[config.mk]
export PLATFORM = sky130hd
export DESIGN_NAME = dcr_ctrl
export DESIGN_NICKNAME = d
export VERILOG_FILES = /design/src/rtl/core/dcr_pkg.sv /design/src/rtl/core/dcr_ctrl.sv
export SDC_FILE = /design/constraint.sdc
export NUM_CORES = 1
export LEC_CHECK = 0
export BUFFER_PORTS_ARGS = -buffer_cell sky130_fd_sc_hd__buf_2
export CAP_MARGIN = 20
export CORE_UTILIZATION = 55
export CTS_BUF_LIST = sky130_fd_sc_hd__clkbuf_8
export DETAILED_ROUTE_END_ITERATION = 7
export PLACE_DENSITY = 0.89
export RECOVER_POWER = 100
export REMOVE_ABC_BUFFERS = 1
export SYNTH_ARGS = -nofsm -noshare
export SYNTH_HDL_FRONTEND = slang
export SYNTH_SLANG_ARGS = --single-unit
[constraint.sdc]
create_clock -name clk -period 7.7 [get_ports clk]
set_input_delay 0.77 -clock clk [delete_from_list [all_inputs] [get_ports clk]]
set_output_delay 0.77 -clock clk [all_outputs]
set_load 0.05 [all_outputs]
[src/rtl/core/dcr_pkg.sv]
// Shared types, constants and pixel conversion for the dominant color block.
// No dependencies; used by dcr_table, dcr_ctrl and dominant_color_of_row.
package dcr_pkg;

  // Default table depth: one entry per pixel of the widest row
  localparam int MAX_ROW_WIDTH_DEF = 1024;

  localparam int COLOR_W = 32;
  localparam int COUNT_W = 11;
  localparam logic [COUNT_W-1:0] COUNT_MAX = 11'h7FF;

  // Byte order register codes
  localparam logic MODE_SWAP_RB = 1'b0;
  localparam logic MODE_ROTATE  = 1'b1;

  // Register index of byte_order_mode
  localparam logic REG_BYTE_ORDER = 1'b0;

  // One table entry: color and its running count
  typedef struct packed {
    logic [COLOR_W-1:0] color;
    logic [COUNT_W-1:0] count;
  } entry_t;

  // Memory command from the controller to the table
  typedef struct packed {
    logic   rd_en;
    logic   wr_en;
    entry_t wr_entry;
  } mem_cmd_t;

  typedef enum logic [1:0] {
    ST_IDLE,
    ST_SCAN,
    ST_UPDATE,
    ST_BEST
  } state_t;

  // Reorder a raw framebuffer word to ARGB
  function automatic logic [COLOR_W-1:0] to_argb(input logic [31:0] p, input logic mode);
    logic [COLOR_W-1:0] r;
    if (mode == MODE_ROTATE) begin
      r = {p[7:0], p[31:8]};
    end else begin
      r = (p & 32'hFF00FF00) | {8'h00, p[7:0], 16'h0000} | {24'h000000, p[23:16]};
    end
    return r;
  endfunction

endpackage

[src/rtl/core/dcr_ctrl.sv]
// Controller: per-pixel linear search of the table, update, and end-of-row max scan.
// Depends on dcr_pkg; drives dcr_table through a mem_cmd_t command.
module dcr_ctrl #(
  parameter int MAX_ROW_WIDTH = dcr_pkg::MAX_ROW_WIDTH_DEF,
  parameter int ADDR_W        = (MAX_ROW_WIDTH > 1) ? $clog2(MAX_ROW_WIDTH) : 1,
  parameter int CNT_W         = $clog2(MAX_ROW_WIDTH + 1)
) (
  input  logic                          clk,
  input  logic                          rst,
  input  logic                          start,
  input  logic [31:0]                   pixel_word,
  input  logic                          row_end,
  input  logic                          mode,
  output logic                          busy,
  output logic                          done,
  output logic [dcr_pkg::COLOR_W-1:0]   dominant_color,
  output logic [dcr_pkg::COUNT_W-1:0]   dominant_count,
  output dcr_pkg::mem_cmd_t             cmd,
  output logic [ADDR_W-1:0]             rd_addr,
  output logic [ADDR_W-1:0]             wr_addr,
  input  dcr_pkg::entry_t               rd_data
);

  localparam logic [CNT_W-1:0] DEPTH = CNT_W'(MAX_ROW_WIDTH);

  dcr_pkg::state_t state, state_next;

  logic [dcr_pkg::COLOR_W-1:0] cur_color;
  logic                        cur_last;
  logic [CNT_W-1:0]            rd_idx;
  logic                        rd_valid;
  logic [ADDR_W-1:0]           rd_tag;
  logic                        hit;
  logic [ADDR_W-1:0]           hit_idx;
  logic [dcr_pkg::COUNT_W-1:0] hit_count;
  logic [CNT_W-1:0]            used;
  logic [dcr_pkg::COLOR_W-1:0] best_color;
  logic [dcr_pkg::COUNT_W-1:0] best_count;

  logic accept, rd_more, match, emit, has_room;

  assign busy     = (state != dcr_pkg::ST_IDLE);
  assign accept   = start && !busy;
  assign rd_more  = (rd_idx < used);
  assign match    = rd_valid && (rd_data.color == cur_color);
  assign has_room = (used < DEPTH);
  assign rd_addr  = rd_idx[ADDR_W-1:0];

  // Hold the state register
  always_ff @(posedge clk) begin
    if (rst) begin
      state <= dcr_pkg::ST_IDLE;
    end else begin
      state <= state_next;
    end
  end

  // Next state and memory commands
  always_comb begin
    state_next   = state;
    cmd          = '0;
    wr_addr      = '0;
    emit         = 1'b0;
    unique case (state)
      dcr_pkg::ST_IDLE: begin
        if (start) begin
          state_next = dcr_pkg::ST_SCAN;
        end
      end
      dcr_pkg::ST_SCAN: begin
        if (match) begin
          state_next = dcr_pkg::ST_UPDATE;
        end else if (rd_more) begin
          cmd.rd_en = 1'b1;
        end else if (!rd_valid) begin
          state_next = dcr_pkg::ST_UPDATE;
        end
      end
      dcr_pkg::ST_UPDATE: begin
        if (hit) begin
          cmd.wr_en          = 1'b1;
          wr_addr            = hit_idx;
          cmd.wr_entry.color = cur_color;
          cmd.wr_entry.count = (hit_count == dcr_pkg::COUNT_MAX) ? hit_count
                                                                 : hit_count + 1'b1;
        end else if (has_room) begin
          cmd.wr_en          = 1'b1;
          wr_addr            = used[ADDR_W-1:0];
          cmd.wr_entry.color = cur_color;
          cmd.wr_entry.count = dcr_pkg::COUNT_W'(1);
        end
        state_next = cur_last ? dcr_pkg::ST_BEST : dcr_pkg::ST_IDLE;
      end
      dcr_pkg::ST_BEST: begin
        if (rd_more) begin
          cmd.rd_en = 1'b1;
        end else if (!rd_valid) begin
          emit       = 1'b1;
          state_next = dcr_pkg::ST_IDLE;
        end
      end
      default: state_next = dcr_pkg::ST_IDLE;
    endcase
  end

  // Control registers: read pipeline, fill count, best tracker, result strobe
  always_ff @(posedge clk) begin
    if (rst) begin
      rd_valid   <= 1'b0;
      rd_idx     <= '0;
      used       <= '0;
      best_color <= '0;
      best_count <= '0;
      done       <= 1'b0;
      hit        <= 1'b0;
    end else begin
      rd_valid <= cmd.rd_en;
      done     <= emit;
      // advance the read pointer, rewind at start of each pass
      if (accept || state == dcr_pkg::ST_UPDATE) begin
        rd_idx <= '0;
      end else if (cmd.rd_en) begin
        rd_idx <= rd_idx + 1'b1;
      end
      // record a hit during the search
      if (accept) begin
        hit <= 1'b0;
      end else if (state == dcr_pkg::ST_SCAN && match) begin
        hit <= 1'b1;
      end
      // grow the table on a new color, drop it all at row end
      if (emit) begin
        used <= '0;
      end else if (state == dcr_pkg::ST_UPDATE && !hit && has_room) begin
        used <= used + 1'b1;
      end
      // track the maximum, first seen wins a tie
      if (emit) begin
        best_color <= '0;
        best_count <= '0;
      end else if (state == dcr_pkg::ST_BEST && rd_valid && rd_data.count > best_count) begin
        best_color <= rd_data.color;
        best_count <= rd_data.count;
      end
    end
  end

  // Payload registers
  always_ff @(posedge clk) begin
    rd_tag <= rd_addr;
    if (accept) begin
      cur_color <= dcr_pkg::to_argb(pixel_word, mode);
      cur_last  <= row_end;
    end
    if (state == dcr_pkg::ST_SCAN && match) begin
      hit_idx   <= rd_tag;
      hit_count <= rd_data.count;
    end
    if (emit) begin
      dominant_color <= best_color;
      dominant_count <= best_count;
    end
  end

endmodule

==> flow_metrics.py <==
metrics = {
    "critical_path": {
        "crit_slowest_cell": "clkbuf_1",
        "crit_top_cell": "nand2_1",
        "max_stage_delay_ps": 1980,
        "worst-path-max-fanout": 45,
        "cp_data_arrival_time_ps": 5240,
        "critPathKind": "register to register",
        "crit_family": "buffers and inverters",
        "rr_startpoint": "used[6]",
        "end_kind": "register",
        "startpoint": "used[6]",
        "critPathBufInv": 3,
        "crit_required_ps": 8040,
        "crit_chain": "inv_1 > ha_1 > nand2_1 > o21ai_0 > nand2_1 > a31oi_1 > nor2b_4 > clkbuf_1 > or2_2 > buf_12 > nor2_1",
        "worstSetupStartpointType": "register",
    },
    "cells_and_area": {
        "final_layout_size_suffix_gt1_share_pct": 16.3,
        "areaGrowthSynthToFinish_pct": 16.0,
        "diodes": 0,
        "nets": 925,
    },
    "sta": {
        "maxSlewViolCount": 132,
        "period_share_pct": 63.7,
        "rsz0062_at_grt": "no",
        "fin_worst_skew_ps": 9.09,
        "clock.fmax_ghz": 0.204,
        "fin_tns_setup_ps": 0,
        "finalSetupViolCount": 0,
        "period_needed_ps": 4900,
        "slew_headroom_pct": -102,
        "hold_violations": 0,
        "worstMarginPinSlew_ps": 3020,
    },
    "global_routing": {
        "grt_pass1_vias": 5356,
        "antenna_found_initial": 0,
        "gr-total-overflow": 0,
        "grt_use_total_pct": 24.2,
        "grt_max_degree": 46,
        "grt_pass1_wl_um": 26600,
    },
    "route": {
        "route.met3.wl_um": 1320,
        "wl_met2_um": 8280,
        "routed_wl_um": 17100,
        "wl_met1_um": 7150,
        "highest_layer": "met4",
        "via_count": 5433,
        "ant_nets": 0,
        "drtIter0Drc": 295,
        "wl_per_cell_um": 16.9,
        "vias_per_cell": 5.36,
        "first_pass_iters": 5,
        "drc_errors": 0,
    },
    "clock_tree": {
        "h-tree-depth": 4,
        "numCtsBuffers": 17,
        "path_clk_slew_ps": 90,
        "ctsHoldBuffers": 0,
        "cts_buffer_depth": 2,
        "cts_resized": 0,
        "clk_latency_ps": 450,
        "cts_setup_buffers": 0,
        "clockRootBuffer": "clkbuf_8",
        "cts_tree": "done",
        "numClockSinks": 177,
    },
    "floorplanning": {
        "dieHeight_um": 121,
        "rows": 43,
        "core_area_um2": 13900,
        "dieArea_um2": 14700,
        "initial_utilization_pct": 56.3,
        "ios": 190,
        "fp.dieW_um": 121,
    },
    "placement": {
        "portBuffers": 189,
        "finalWeightedCongestion": 0.855,
        "dpl.hpwl_um": 12300,
    },
    "pwr": {
        "total_power_mw": 1.93,
        "seq_power_share_pct": 54.1,
        "switching_share_pct": 25.4,
        "power_frac_comb_pct": 11.8,
        "leakagePower_nw": 3.76,
        "internal-power_mw": 1.44,
        "switchingPower_mw": 0.492,
        "power_frac_clock_pct": 34.1,
        "power.density_nw_per_um2": 213,
        "peakVddDrop_mv": 0.143,
    },
    "synth": {
        "ys.flop_type": "edfxtp_1",
        "postSynthAreaPerCell_um2": 12.2,
        "synth-async-reset-ratio_pct": 0,
        "synth.distinct_cells": 52,
        "synth_edf_count": 97,
        "yosys_register_bits": 177,
        "postSynthCellCount": 642,
        "yosysWarnings": 0,
        "yosysSeqAreaShare_pct": 57.8,
        "synthesis.area_um2": 7810,
    },
    "outcome": {
        "outcome": "complete, but fails checks",
        "violations": "max-capacitance violations, max-slew violations",
    },
    "hold_path": {
        "hp-class": "register to register",
        "hold_start": "rd_tag[5]",
    },
    "flow_run": {
        "maxCapViolations": 4,
    },
}
## power groups by stage
stage                     sequential, mW  combinational [mW]  clock (mW)
after floorplan                     1.07               0.146           0
after global placement              1.07               0.230           0
after detailed placement            1.07               0.235           0
after CTS                           1.04               0.237       0.672
after global routing                1.05               0.244       0.708
final                               1.05               0.228       0.660
## per-layer routing
| layer | vias up | GRT usage, % |
|---|---|---|
| met2 | 176 | 39.9 |
| met1 | 2609 | 29.1 |
| met4 | 0 | 9.80 |
| met3 | 22 | 8.22 |
| met5 | - | 0 |
| li1 | 2626 | - |
## area by class of cell
cell class              instances  area (um2)
repair buffers                194         838
inverters                      26        97.6
multi-input cells             405        2980
clock buffers                  17         234
clock inverters                15         178
fillers                      1119        4820
flip-flops and latches        177        4510
well taps                     180         225
## state kept, by name, indices dropped and copies added, names as in the netlist, 2 cells and up
register / flops
used: 11
dominant_count: 11
best_color: 32
cur_color: 32
hit_idx: 10
state: 2
rd_idx: 11
dominant_color: 32
rd_tag: 10
best_count: 11
hit_count: 11
## logic make-up after synthesis
kind of cell	after synthesis	synth area share, %
fa+ha+maj	24	3.84
buf+inv	60	3.97
mux	82	11.0
xor+xnor	49	5.49
flops	177	57.8
simple gates	204	13.6
compound gates	46	4.23
## synthesized netlist by cell type, drive strengths merged, types with 11 or more instances
master	number	share of area, %
and2	34	2.7
buf	24	2.2
dfxtp	80	21
edfxtp	97	37
ha	24	3.8
inv	26	1.2
mux2	32	4.6
mux2i	50	6.4
nand2	23	1.1
nand3	13	0.90
nand4	13	1.0
nor2	71	3.4
nor3	11	0.85
xnor2	18	2.0
xor2	31	3.5
## metrics by stage
step | instance area, um2 | hold WS [ps] | worst slack (ps) | utilization, % | cells
global placement | 8830 | 387 | 4130 | 63.6 | 981
finish | 9060 | 408 | 2800 | 65.3 | 1014
detailed placement | 8850 | 389 | 4100 | 63.7 | 982
floorplan | 7600 | 386 | 1010 | - | 608
global route | 9060 | 413 | 2420 | 65.3 | 1014
CTS | 9260 | 410 | 4060 | 66.7 | 1014
## placed cells by master, fill, tap and decap left out, types with 5 or more instances in the layout
cell / n
or3_1: 7
and2_1: 32
nand4_1: 13
nor4_1: 10
nand2_1: 23
a22o_1: 10
buf_2: 69
mux2_2: 30
xnor2_1: 18
nor3_1: 11
nor3b_1: 5
dfxtp_1: 80
mux2i_1: 50
nor2_1: 71
inv_1: 30
nand3_1: 12
ha_1: 24
edfxtp_1: 97
a21oi_1: 10
clkbuf_8: 17
o21ai_0: 6
xor2_1: 31
clkbuf_1: 122
## path summary, 6_finish.rpt
kind / endpoint / slack [ps] / cells past startpoint
setup reg to reg: best_color[12] / 2800 / 11
setup / recovery: best_color[12] / 2800 / 11
hold reg to reg: hit_idx[5] / 410 / 0
hold / removal: hit_idx[5] / 410 / 0
Note: power is estimated with default switching activity, not from simulation.
